<file path="src/rtl/core/cscc_pkg.sv">
// shared constants and types for the cycling speed and cadence calculator
package cscc_pkg;

  localparam int unsigned DEF_COUNT_BITS = 16;
  localparam int unsigned CIRC_W         = 12;
  localparam int unsigned CADENCE_W      = 8;
  localparam int unsigned SPEED_W        = 16;
  localparam int unsigned TIMEOUT_W      = 3;

  localparam int unsigned CADENCE_K      = 60000;
  localparam int unsigned MM_PER_M       = 1000;
  localparam int unsigned CADENCE_MAX    = 200;
  localparam int unsigned SPEED_MAX      = 35000;
  localparam int unsigned TIMEOUT_LIMIT  = 3;

  // scale factor width: covers 60000 and circumference * 1000
  localparam int unsigned K_W            = 22;
  // quotient bits: every in-range rate is below 2^Q_BITS
  localparam int unsigned Q_BITS         = 16;

  typedef struct packed {
    logic valid;
    logic sel_wheel;
  } rate_req_t;

  typedef struct packed {
    logic              done;
    logic [Q_BITS-1:0] value;
  } rate_rsp_t;

endpackage

</file>
<file path="src/rtl/core/cscc_rate_unit.sv">
// iterative rate unit: one shared multiplier and one shared subtract/compare
module cscc_rate_unit #(
  parameter int unsigned COUNT_BITS = cscc_pkg::DEF_COUNT_BITS
) (
  input  logic                                clk_i,
  input  logic                                rst_ni,
  input  cscc_pkg::rate_req_t                 req_i,
  input  logic [COUNT_BITS-1:0]               d_rev_i,
  input  logic [COUNT_BITS-1:0]               d_time_i,
  input  logic [cscc_pkg::CIRC_W-1:0]         circ_i,
  output cscc_pkg::rate_rsp_t                 rsp_o
);
  import cscc_pkg::*;

  localparam int unsigned B_W   = (COUNT_BITS > Q_BITS) ? COUNT_BITS : Q_BITS;
  localparam int unsigned NUM_W = K_W + B_W;
  localparam int unsigned CNT_W = $clog2(Q_BITS);

  typedef enum logic [5:0] {
    R_IDLE  = 6'b000001,
    R_MUL_K = 6'b000010,
    R_MUL_N = 6'b000100,
    R_MUL_L = 6'b001000,
    R_CMP   = 6'b010000,
    R_DIV   = 6'b100000
  } rate_state_e;

  rate_state_e       state_q, state_d;
  logic              sel_q;
  logic              done_q;
  logic [NUM_W-1:0]  mul_q;
  logic [NUM_W-1:0]  rem_q;
  logic [NUM_W-1:0]  ds_q;
  logic [Q_BITS-1:0] quo_q;
  logic [CNT_W-1:0]  cnt_q;

  logic [K_W-1:0]    mul_a;
  logic [B_W-1:0]    mul_b;
  logic [NUM_W-1:0]  prod;
  logic [NUM_W-1:0]  cmp_rhs;
  logic [NUM_W:0]    diff;
  logic              ge;

  // operand select for the shared multiplier
  always_comb begin
    mul_a = '0;
    mul_b = '0;
    case (state_q)
      R_MUL_K: begin
        mul_a = sel_q ? K_W'(MM_PER_M) : K_W'(CADENCE_K);
        mul_b = sel_q ? B_W'(circ_i) : B_W'(1);
      end
      R_MUL_N: begin
        mul_a = mul_q[K_W-1:0];
        mul_b = B_W'(d_rev_i);
      end
      R_MUL_L: begin
        mul_a = sel_q ? K_W'(SPEED_MAX + 1) : K_W'(CADENCE_MAX + 1);
        mul_b = B_W'(d_time_i);
      end
      default: begin
        mul_a = '0;
        mul_b = '0;
      end
    endcase
  end

  assign prod    = NUM_W'(mul_a) * NUM_W'(mul_b);
  assign cmp_rhs = (state_q == R_CMP) ? mul_q : ds_q;
  assign diff    = {1'b0, rem_q} - {1'b0, cmp_rhs};
  assign ge      = ~diff[NUM_W];

  always_comb begin
    state_d = state_q;
    case (state_q)
      R_IDLE:  if (req_i.valid) state_d = R_MUL_K;
      R_MUL_K: state_d = R_MUL_N;
      R_MUL_N: state_d = R_MUL_L;
      R_MUL_L: state_d = R_CMP;
      R_CMP:   state_d = ge ? R_IDLE : R_DIV;
      R_DIV:   if (cnt_q == '0) state_d = R_IDLE;
      default: state_d = R_IDLE;
    endcase
  end

  always_ff @(posedge clk_i or negedge rst_ni) begin
    if (!rst_ni) begin
      state_q <= R_IDLE;
      done_q  <= 1'b0;
    end else begin
      state_q <= state_d;
      done_q  <= ((state_q == R_CMP) && ge) || ((state_q == R_DIV) && (cnt_q == '0));
    end
  end

  always_ff @(posedge clk_i) begin
    case (state_q)
      R_IDLE: begin
        if (req_i.valid) sel_q <= req_i.sel_wheel;
      end
      R_MUL_K: mul_q <= prod;
      R_MUL_N: mul_q <= prod;
      R_MUL_L: begin
        rem_q <= mul_q;
        mul_q <= prod;
      end
      R_CMP: begin
        // over the limit, or zero time delta
        quo_q <= '0;
        ds_q  <= NUM_W'(d_time_i) << (Q_BITS - 1);
        cnt_q <= CNT_W'(Q_BITS - 1);
      end
      R_DIV: begin
        if (ge) rem_q <= diff[NUM_W-1:0];
        quo_q <= {quo_q[Q_BITS-2:0], ge};
        ds_q  <= ds_q >> 1;
        cnt_q <= cnt_q - CNT_W'(1);
      end
      default: begin
        mul_q <= mul_q;
      end
    endcase
  end

  assign rsp_o.done  = done_q;
  assign rsp_o.value = quo_q;

endmodule

</file>
<file path="src/rtl/core/cycling_speed_cadence_calc_unit.sv">
// top level of the cycling speed and cadence calculator
//
// input channel (in_valid_i / in_ready_o) carries either a sensor packet (mode_i = 0)
// with cumulative crank and wheel counts and event times, or a watchdog tick (mode_i = 1).
// every accepted item produces exactly one transfer on the output channel
// (out_valid_o / out_ready_i) with the held cadence, speed and the two armed flags.
// the config channel (cfg_valid_i / cfg_data_i / cfg_ready_o) writes the wheel size in mm;
// it is always ready and should only be used while the block is idle.
// after an item is accepted, a tick goes straight to the finish state; a packet first
// sends each channel that needs a new rate, crank first, through the rate unit, which
// skips the divide when the rate is over its limit or the time delta is zero;
// in_ready_o rises with out_valid_o.
// the rate unit runs 3 multiplies, 1 limit compare and 16 restoring divide steps per
// channel, one step per cycle; the block takes no new item until that is done.
// an unread result sits in the output register while the next item is worked on; if it
// is still unread when the next result is ready, the block waits. reset clears all stored
// counts, times, rates, watchdogs, armed flags and the wheel size, but not the output data.
module cycling_speed_cadence_calc_unit #(
  parameter int unsigned COUNT_BITS = cscc_pkg::DEF_COUNT_BITS
) (
  input  logic                              clk_i,
  input  logic                              rst_ni,
  input  logic                              in_valid_i,
  output logic                              in_ready_o,
  input  logic                              mode_i,
  input  logic [COUNT_BITS-1:0]             crank_revs_i,
  input  logic [COUNT_BITS-1:0]             crank_time_i,
  input  logic [COUNT_BITS-1:0]             wheel_revs_i,
  input  logic [COUNT_BITS-1:0]             wheel_time_i,
  output logic                              out_valid_o,
  input  logic                              out_ready_i,
  output logic [cscc_pkg::CADENCE_W-1:0]    cadence_rpm_o,
  output logic [cscc_pkg::SPEED_W-1:0]      speed_mm_per_s_o,
  output logic                              cadence_armed_o,
  output logic                              speed_armed_o,
  input  logic                              cfg_valid_i,
  output logic                              cfg_ready_o,
  input  logic [cscc_pkg::CIRC_W-1:0]       cfg_data_i
);
  import cscc_pkg::*;

  typedef enum logic [3:0] {
    T_IDLE = 4'b0001,
    T_NEXT = 4'b0010,
    T_WAIT = 4'b0100,
    T_FIN  = 4'b1000
  } top_state_e;

  top_state_e state_q;

  logic [CIRC_W-1:0]       circ_q;
  logic [COUNT_BITS-1:0]   last_crank_q, last_crank_time_q;
  logic [COUNT_BITS-1:0]   last_wheel_q, last_wheel_time_q;
  logic [COUNT_BITS-1:0]   drev_c_q, dt_c_q, drev_w_q, dt_w_q;
  logic [TIMEOUT_W-1:0]    cad_to_q, spd_to_q;
  logic [CADENCE_W-1:0]    cadence_value_q;
  logic [SPEED_W-1:0]      speed_value_q;
  logic                    cad_seen_q, spd_seen_q;
  logic                    need_c_q, need_w_q;
  logic                    ch_q;
  logic                    out_valid_q;
  logic [CADENCE_W-1:0]    out_cad_q;
  logic [SPEED_W-1:0]      out_spd_q;
  logic                    out_cad_arm_q, out_spd_arm_q;

  logic                    in_xfer, out_free, c_chg, w_chg;
  rate_req_t               rate_req;
  rate_rsp_t               rate_rsp;

  assign in_ready_o  = (state_q == T_IDLE);
  assign in_xfer     = in_valid_i && in_ready_o;
  assign cfg_ready_o = 1'b1;
  assign out_free    = !out_valid_q || out_ready_i;
  assign c_chg       = (crank_revs_i != last_crank_q);
  assign w_chg       = (wheel_revs_i != last_wheel_q) && (circ_q != '0);

  assign rate_req.valid     = (state_q == T_NEXT) && (need_c_q || need_w_q);
  assign rate_req.sel_wheel = !need_c_q;

  cscc_rate_unit #(
    .COUNT_BITS (COUNT_BITS)
  ) u_rate (
    .clk_i    (clk_i),
    .rst_ni   (rst_ni),
    .req_i    (rate_req),
    .d_rev_i  (ch_q ? drev_w_q : drev_c_q),
    .d_time_i (ch_q ? dt_w_q : dt_c_q),
    .circ_i   (circ_q),
    .rsp_o    (rate_rsp)
  );

  always_ff @(posedge clk_i or negedge rst_ni) begin
    if (!rst_ni) begin
      state_q           <= T_IDLE;
      circ_q            <= '0;
      last_crank_q      <= '0;
      last_crank_time_q <= '0;
      last_wheel_q      <= '0;
      last_wheel_time_q <= '0;
      cad_to_q          <= '0;
      spd_to_q          <= '0;
      cadence_value_q   <= '0;
      speed_value_q     <= '0;
      cad_seen_q        <= 1'b0;
      spd_seen_q        <= 1'b0;
      need_c_q          <= 1'b0;
      need_w_q          <= 1'b0;
      ch_q              <= 1'b0;
      out_valid_q       <= 1'b0;
    end else begin
      if (cfg_valid_i && cfg_ready_o) circ_q <= cfg_data_i;
      if (out_valid_q && out_ready_i && (state_q != T_FIN)) out_valid_q <= 1'b0;

      case (state_q)
        T_IDLE: begin
          if (in_xfer) begin
            if (mode_i) begin
              // watchdog tick
              if (cad_to_q > TIMEOUT_W'(TIMEOUT_LIMIT)) begin
                cad_to_q        <= '0;
                cadence_value_q <= '0;
              end else begin
                cad_to_q <= cad_to_q + TIMEOUT_W'(1);
              end
              if (spd_to_q > TIMEOUT_W'(TIMEOUT_LIMIT)) begin
                spd_to_q      <= '0;
                speed_value_q <= '0;
              end else begin
                spd_to_q <= spd_to_q + TIMEOUT_W'(1);
              end
              need_c_q <= 1'b0;
              need_w_q <= 1'b0;
              state_q  <= T_FIN;
            end else begin
              need_c_q <= c_chg && cad_seen_q;
              need_w_q <= w_chg && spd_seen_q;
              if (c_chg) begin
                cad_seen_q        <= 1'b1;
                last_crank_q      <= crank_revs_i;
                last_crank_time_q <= crank_time_i;
                cad_to_q          <= '0;
              end
              if (w_chg) begin
                spd_seen_q        <= 1'b1;
                last_wheel_q      <= wheel_revs_i;
                last_wheel_time_q <= wheel_time_i;
                spd_to_q          <= '0;
              end
              state_q <= T_NEXT;
            end
          end
        end
        T_NEXT: begin
          if (need_c_q) begin
            ch_q     <= 1'b0;
            need_c_q <= 1'b0;
            state_q  <= T_WAIT;
          end else if (need_w_q) begin
            ch_q     <= 1'b1;
            need_w_q <= 1'b0;
            state_q  <= T_WAIT;
          end else begin
            state_q <= T_FIN;
          end
        end
        T_WAIT: begin
          if (rate_rsp.done) begin
            if (ch_q) begin
              speed_value_q <= rate_rsp.value[SPEED_W-1:0];
            end else begin
              cadence_value_q <= rate_rsp.value[CADENCE_W-1:0];
            end
            state_q <= T_NEXT;
          end
        end
        T_FIN: begin
          if (out_free) begin
            out_valid_q <= 1'b1;
            state_q     <= T_IDLE;
          end
        end
        default: state_q <= T_IDLE;
      endcase
    end
  end

  // deltas modulo 2^COUNT_BITS, taken against the stored values before update
  always_ff @(posedge clk_i) begin
    if (in_xfer) begin
      drev_c_q <= crank_revs_i - last_crank_q;
      dt_c_q   <= crank_time_i - last_crank_time_q;
      drev_w_q <= wheel_revs_i - last_wheel_q;
      dt_w_q   <= wheel_time_i - last_wheel_time_q;
    end
    if ((state_q == T_FIN) && out_free) begin
      out_cad_q     <= cadence_value_q;
      out_spd_q     <= speed_value_q;
      out_cad_arm_q <= cad_seen_q;
      out_spd_arm_q <= spd_seen_q;
    end
  end

  assign out_valid_o      = out_valid_q;
  assign cadence_rpm_o    = out_cad_q;
  assign speed_mm_per_s_o = out_spd_q;
  assign cadence_armed_o  = out_cad_arm_q;
  assign speed_armed_o    = out_spd_arm_q;

  a_cad_range: assert property (@(posedge clk_i) disable iff (!rst_ni)
    cadence_value_q <= CADENCE_W'(CADENCE_MAX))
    else $error("cadence above limit");

  a_spd_range: assert property (@(posedge clk_i) disable iff (!rst_ni)
    speed_value_q <= SPEED_W'(SPEED_MAX))
    else $error("speed above limit");

  a_to_range: assert property (@(posedge clk_i) disable iff (!rst_ni)
    (cad_to_q <= TIMEOUT_W'(TIMEOUT_LIMIT + 1)) && (spd_to_q <= TIMEOUT_W'(TIMEOUT_LIMIT + 1)))
    else $error("watchdog count out of range");

  a_rsp_wait: assert property (@(posedge clk_i) disable iff (!rst_ni)
    rate_rsp.done |-> (state_q == T_WAIT))
    else $error("rate result outside wait state");

  a_req_done: assert property (@(posedge clk_i) disable iff (!rst_ni)
    rate_req.valid |=> !rate_rsp.done)
    else $error("rate result right after request");

endmodule

</file>
<file path="config.mk">
export PLATFORM = sky130hd
export DESIGN_NAME = cycling_speed_cadence_calc_unit
export DESIGN_NICKNAME = d
export VERILOG_FILES = /design/src/rtl/core/cscc_pkg.sv /design/src/rtl/core/cscc_rate_unit.sv /design/src/rtl/core/cycling_speed_cadence_calc_unit.sv
export SDC_FILE = /design/constraint.sdc
export NUM_CORES = 2
export LEC_CHECK = 0
export BUFFER_PORTS_ARGS = -buffer_cell sky130_fd_sc_hd__buf_2
export CAP_MARGIN = 25
export CORE_MARGIN = 4
export CORE_UTILIZATION = 64
export DETAILED_ROUTE_END_ITERATION = 8
export PLACE_DENSITY_LB_ADDON = 0.25
export SETUP_SLACK_MARGIN = 0.3
export SLEW_MARGIN = 20
export SYNTH_ARGS = -nofsm -noshare
export SYNTH_HDL_FRONTEND = slang
export SYNTH_HIERARCHICAL = 1
export SYNTH_SLANG_ARGS = --single-unit
</file>
<file path="constraint.sdc">
create_clock -name clk_i -period 10.7 [get_ports clk_i]
set_input_delay 1.605 -clock clk_i [delete_from_list [all_inputs] [get_ports clk_i]]
set_output_delay 1.605 -clock clk_i [all_outputs]
set_load 0.03 [all_outputs]
</file>
## Word level (Yosys, flattened, before mapping)

Cells that the tools add are included.

- Register bits: 348
- Output and inout bits: 29
- Word-level logic and storage cells: 162

- Add/sub/neg operators: 8
- Multipliers: 1
- $lt $le $gt $ge: 2
- Equality and inequality tests: 25
- Multiplexer cells: 54
- Bitwise gates (word level): 2
- Reduce and logical (&&, ||, !) cells: 38

Operators with widths:

| cell | number |
|---|---|
| 38-bit one-hot mux with 2 select lines | 2 |
| 16-bit two-way mux | 9 |
| 38-bit two-way mux | 2 |
| 22-bit one-hot mux with 3 select lines | 1 |
| 16-bit one-hot mux with 2 select lines | 2 |
| 16-bit subtractor | 4 |
| 16-bit one-hot mux with 3 select lines | 1 |
| 8-bit two-way mux | 5 |
| 38-bit by 38-bit subtractor with 39-bit output | 1 |
| 22-bit by 16-bit multiplier with 38-bit output | 1 |
| 6-bit one-hot mux with 6 select lines | 1 |
| 16-bit != test | 2 |
| 4-bit two-way mux | 6 |
| 3-bit two-way mux | 6 |
| 6-bit two-way mux | 3 |
| 4-bit one-hot mux with 4 select lines | 1 |
| 8-bit one-hot mux with 2 select lines | 1 |
| 2-bit nonzero test | 7 |
| 12-bit two-way mux | 1 |
| 2-bit by 1-bit != test with 1-bit output, second input constant | 6 |
| 2-bit != test, second input constant | 6 |
| 3-bit AND reduction | 4 |
| 6-bit AND reduction | 2 |
| 12-bit nonzero test | 1 |
| 25 further kinds | 55 |

## Depth between registers and ports, before layout

- Word-level depth: 6
- Depth in mapped cells: 30
- Gate-level depth less buffers: 28

## Cells and area by module

The synthesis kept the hierarchy.

Modules (own cells, without submodules):

| module | instances | cells an instance | area an instance (um^2) |
|---|---|---|---|
| cscc_rate_unit | 1 | 2074 | 19013.2 |
| cycling_speed_cadence_calc_unit | 1 | 1007 | 10795.4 |

## Worst setup path before layout

OpenSTA, ideal clock, no wires.

- Path kind: reg2reg
- Start: register ch_q
- End: register u_rate.mul_q[24] (data pin)
- Arrival: 7.340 ns
- Required time: 10.435 ns
- Setup slack: 3.096 ns
- Cell stages (with the launch flop): 29
- Buffers on the path: 4
- Period minus slack after synthesis: 7.604 ns
- Cells stage by stage: dfrtp_1 > clkbuf_1 > clkbuf_1 > mux2_2 > a22oi_1 > and2_1 > clkbuf_1 > clkbuf_1 > nor2_1 > fa_1 > inv_1 > fa_1 > fa_1 > inv_1 > fa_1 > fa_1 > inv_1 > fa_1 > inv_1 > ha_1 > a21o_1 > a21o_1 > a2111oi_0 > nor3b_2 > nor2_1 > a31o_1 > a21o_1 > a21oi_1 > xnor2_1

- Word-level cells in the longest chain between the ends: 3

Ends and longest elaborated chain:

| what | RTL line | text |
|---|---|---|
| from (decl) | cycling_speed_cadence_calc_unit.sv:60 | `logic ch_q;` |
| from (signal assigned) | cycling_speed_cadence_calc_unit.sv:108 | `ch_q <= 1'b0;` |
| from (signal assigned) | cycling_speed_cadence_calc_unit.sv:155 | `ch_q <= 1'b0;` |
| from (signal assigned) | cycling_speed_cadence_calc_unit.sv:159 | `ch_q <= 1'b1;` |
| 16-bit two-way mux (on tied branches) | cycling_speed_cadence_calc_unit.sv:87, cycling_speed_cadence_calc_unit.sv:86 |  |
| 16-bit one-hot mux with 3 select lines (*) | cscc_rate_unit.sv:48 | `case (state_q)` |
| 22-bit by 16-bit multiplier with 38-bit output (*) | cscc_rate_unit.sv:68 | `assign prod = NUM_W'(mul_a) * NUM_W'(mul_b);` |
| net u_rate.prod[24] | cscc_rate_unit.sv:39 | `logic [NUM_W-1:0] prod;` |
| to (signal assigned) | cscc_rate_unit.sv:101 | `R_MUL_K: mul_q <= prod;` |
| to (signal assigned) | cscc_rate_unit.sv:102 | `R_MUL_N: mul_q <= prod;` |
| to (signal assigned) | cscc_rate_unit.sv:105 | `mul_q <= prod;` |
| to (decl) | cscc_rate_unit.sv:31 | `logic [NUM_W-1:0] mul_q;` |

The timed path passes the listed nets; every way through them passes the cells marked *.
A chain may end at the register's enable or synchronous reset.

## Worst setup path in the final report

- Start: register u_rate.state_q[3]
- End: register u_rate.mul_q[36] (data pin)

- Word-level cells in the longest chain between the ends: 3

Ends and longest elaborated chain:

| what | RTL line | text |
|---|---|---|
| from (decl) | cscc_rate_unit.sv:28 | `rate_state_e state_q, state_d;` |
| from (signal assigned) | cscc_rate_unit.sv:91 | `state_q <= state_d;` |
| 6-bit by 4-bit equality test with 1-bit output (tied with other cells) | cscc_rate_unit.sv:48 |  |
| 22-bit one-hot mux with 3 select lines or 16-bit one-hot mux with 3 select lines (tied branches) | cscc_rate_unit.sv:48 |  |
| 22-bit by 16-bit multiplier with 38-bit output (*) | cscc_rate_unit.sv:68 |  |
| net u_rate.prod[36] | cscc_rate_unit.sv:39 |  |

Marked as above.

==> results.toml <==
[drt]
wire_per_inst_um = 21.3
dr.pass1.iters = 6
wirelength_um = 80300
vias_per_cell = 6.04
vias = 22800
drtIter0Drc = 2356
antenna_left = 0
drc = 0

[yosys]
synth-seq-cells = 341
synth_ff_type = "edfxtp_1"
synth-simple-area-share = 0.142
synth_fp_nets = 3659
ys_warn_count = 6
synth.distinct_cells = 98
synth_edf_count = 218
synth.avg_cell_area_um2 = 9.67
synth_compound_area_frac = 0.115
synth.area.mux_share = 0.0361
synth-seq-area-share = 0.323
yosys.area_share.adder = 0.279
synth_top_family_by_area = "adder cells"
synth_xor_area_frac = 0.0338
synthCells = 3081
synthesis.area_mm2 = 0.0298
synth-async-reset-ratio = 0.361

[critical_path]
crit_start = "u_rate/state_q[3]"
crit_path_max_fanout = 19
cp-start-kind = "flip-flop"
path_depth = 27
critical_path_class = "reg2reg"
cpPeakStageDelay_ns = 0.82
path_delay_family = "adder cells"
r2r-start = "u_rate/state_q[3]"
timing.rr.end = "u_rate/mul_q[36]"
regToRegSetupSlack_ns = 1.77
endpoint_kind = "flip-flop"
cp-endpoint = "u_rate/mul_q[36]"
crit_path_top_delay_cell = "nor2_1"
crit_required_ns = 11.01
cp.buffers_inverters = 5
ff2ff_path_depth = 27
cp_common_cell = "fa_1"
arrival_ns = 9.24

[sta]
skew_ns = 0.0219
finalSetupTns_ns = 0
fmax_mhz = 112
finalSetupViolations = 0
tightestPinTransition_ns = 1.18
relSlewSlack = 0.216
hold_violations = 0
fin_crit_ns = 8.93
rsz0062_at_grt = "no"
period_share = 0.835
report.final.slew_viol_count = 0

[floorplan]
coreArea_mm2 = 0.0457
pin_count = 111
dieWidth_um = 224
start_util = 0.653
die_h_um = 224
num_rows = 78
die_area_mm2 = 0.0501

[clock_network]
max-clock-path-buffers = 3
cts_resized = 0
path_clk_slew_ns = 0.07
cts_setup_buffers = 0
postCtsHoldBufs = 0
cts.sinks = 341
cts_tree = "yes"
htreeDepth = 2
cts_buffers = 39
clk_latency_ns = 0.56
root_buffer = "clkbuf_16"

[global_route]
antenna_found_initial = 2
grt-ovfl-total = 0
grt_pass1_vias = 23300
grt_pass1_wl_um = 128000
grt_max_degree = 92
grt_use_total = 0.325

[power_and_ir_drop]
p_leak_nw = 14.9
internal_power_mw = 3.28
swShare = 0.357
seqPwrFrac = 0.375
power.share.combinational = 0.360
clkPwrFrac = 0.264
powerDensity_mw_per_mm2 = 159
switchingPower_mw = 1.82
ir_drop_mv = 0.185

[final_layout]
final_cell_mix = "nand2_1 (464), inv_1 (421), fa_1 (283)"
regArea_mm2 = 0.00963
finalNetCount = 3716
fillCellCount = 3536
n_antenna_cell = 0
fin_util = 0.704
drive_gt1_frac = 0.0978
final_common_cell = "nand2_1"
areaGrowthSynthToFinish_pct = 7.90
multi_input_area_mm2 = 0.0181

[run_status]
status = "finished, final reports clean"

[placed_design]
hpwl_um = 62800
gp_congestion = 1.02
placement.io_buffers = 109

[min_path]
hp-class = "reg2reg"

[run]
max_cap_viol_count = 0
==> worst min-delay path by stage <==
stage                        from  slack [ns]  depth (start not counted)                  end
2_1_floorplan    speed_value_q[4]        0.42                          0  speed_mm_per_s_o[4]
3_3_place_gp   cadence_value_q[0]        0.42                          0     cadence_rpm_o[0]
3_5_place_dp     speed_value_q[0]        0.43                          0  speed_mm_per_s_o[0]
4_1_cts          speed_value_q[0]        0.44                          0  speed_mm_per_s_o[0]
5_1_grt        cadence_value_q[1]        0.45                          0     cadence_rpm_o[1]
6_report         speed_value_q[0]        0.44                          0  speed_mm_per_s_o[0]
==> per-stage QoR <==
step	instances	total power, mW	worst slack [ns]	cell area, µm²	hold slack (ns)
after floorplan	3081	3.18	3.10	29800	0.418
after global placement	3692	3.65	2.19	30800	0.423
after detailed placement	3695	3.73	2.02	30800	0.428
after CTS	3767	5.10	1.94	32100	0.443
after global routing	3769	5.39	1.33	32200	0.454
final	3769	5.10	1.77	32200	0.442
==> synth_stat cells (8+ instances only) <==
cell	count	area, µm²
clkbuf_1	86	323
buf_2	18	90.1
a22oi_1	17	128
inv_1	422	1580
a21oi_1	142	711
or3_1	9	56.3
nor2b_1	15	93.8
or2_2	8	50.1
fa_1	283	5670
o21ai_0	152	761
o21a_1	16	120
o31ai_1	9	67.6
xor2_1	36	315
nand3_1	48	240
a211oi_1	13	97.6
and2_1	58	363
nand2b_1	27	169
a21o_1	78	586
nor3_1	22	110
o21bai_1	19	143
and3_1	8	50.1
edfxtp_1	218	6550
buf_4	9	67.6
mux2_2	65	732
nor3b_1	8	60.1
xnor2_1	79	692
mux2i_1	30	300
ha_1	213	2670
dfrtp_1	121	3030
nor2_1	227	852
nand2_1	465	1750
a31oi_1	10	62.6
nand4_1	21	131
==> logic make-up after synthesis <==
| kind of cell | count (synthesis) |
|---|---|
| AO/OA/AOI/OAI | 536 |
| XOR/XNOR | 115 |
| adder cells (fa/ha/maj) | 496 |
| buffers and inverters | 544 |
| flip-flops | 341 |
| multiplexers | 99 |
| other | 1 |
| AND/OR/NAND/NOR | 949 |
==> registers in the layout, summed over array words and instances, names as in the netlist, 8 cells and up <==
name               count
speed_mm_per_s_o      16
last_crank_time_q     16
u_rate/quo_q          16
drev_c_q              16
speed_value_q         16
last_crank_q          16
last_wheel_q          16
drev_w_q              16
u_rate/ds_q           31
dt_w_q                16
circ_q                12
cadence_value_q        8
last_wheel_time_q     16
dt_c_q                16
u_rate/mul_q          38
cadence_rpm_o          8
u_rate/rem_q          38
==> final cells by class <==
cell class / instances / area share
inverters: 424 / 0.0495
well taps: 600 / 0.0233
multi-input cells: 2196 / 0.563
clock buffers: 57 / 0.0343
flip-flops and latches: 341 / 0.299
clock inverters: 15 / 0.00595
repair buffers: 136 / 0.0241
==> layer usage <==
| metal | wire length [µm] | GRT usage | part of all wire | up-vias |
|---|---|---|---|---|
| met5 | 0 | 0 | 0 | - |
| met4 | 2760 | 0.0970 | 0.034 | 0 |
| met3 | 8410 | 0.0925 | 0.10 | 199 |
| met2 | 35600 | 0.498 | 0.44 | 1062 |
| met1 | 33500 | 0.459 | 0.42 | 11200 |
| li1 | - | - | - | 10300 |
==> power groups by stage <==
stage,clock [mW],combinational (mW),sequential (mW)
floorplan,0,1.26,1.92
finish,1.35,1.84,1.91
global placement,0,1.73,1.92
detailed placement,0,1.80,1.93
CTS,1.37,1.81,1.91
global route,1.44,2.01,1.94
No activity file was read; power rests on OpenSTA's default activity.
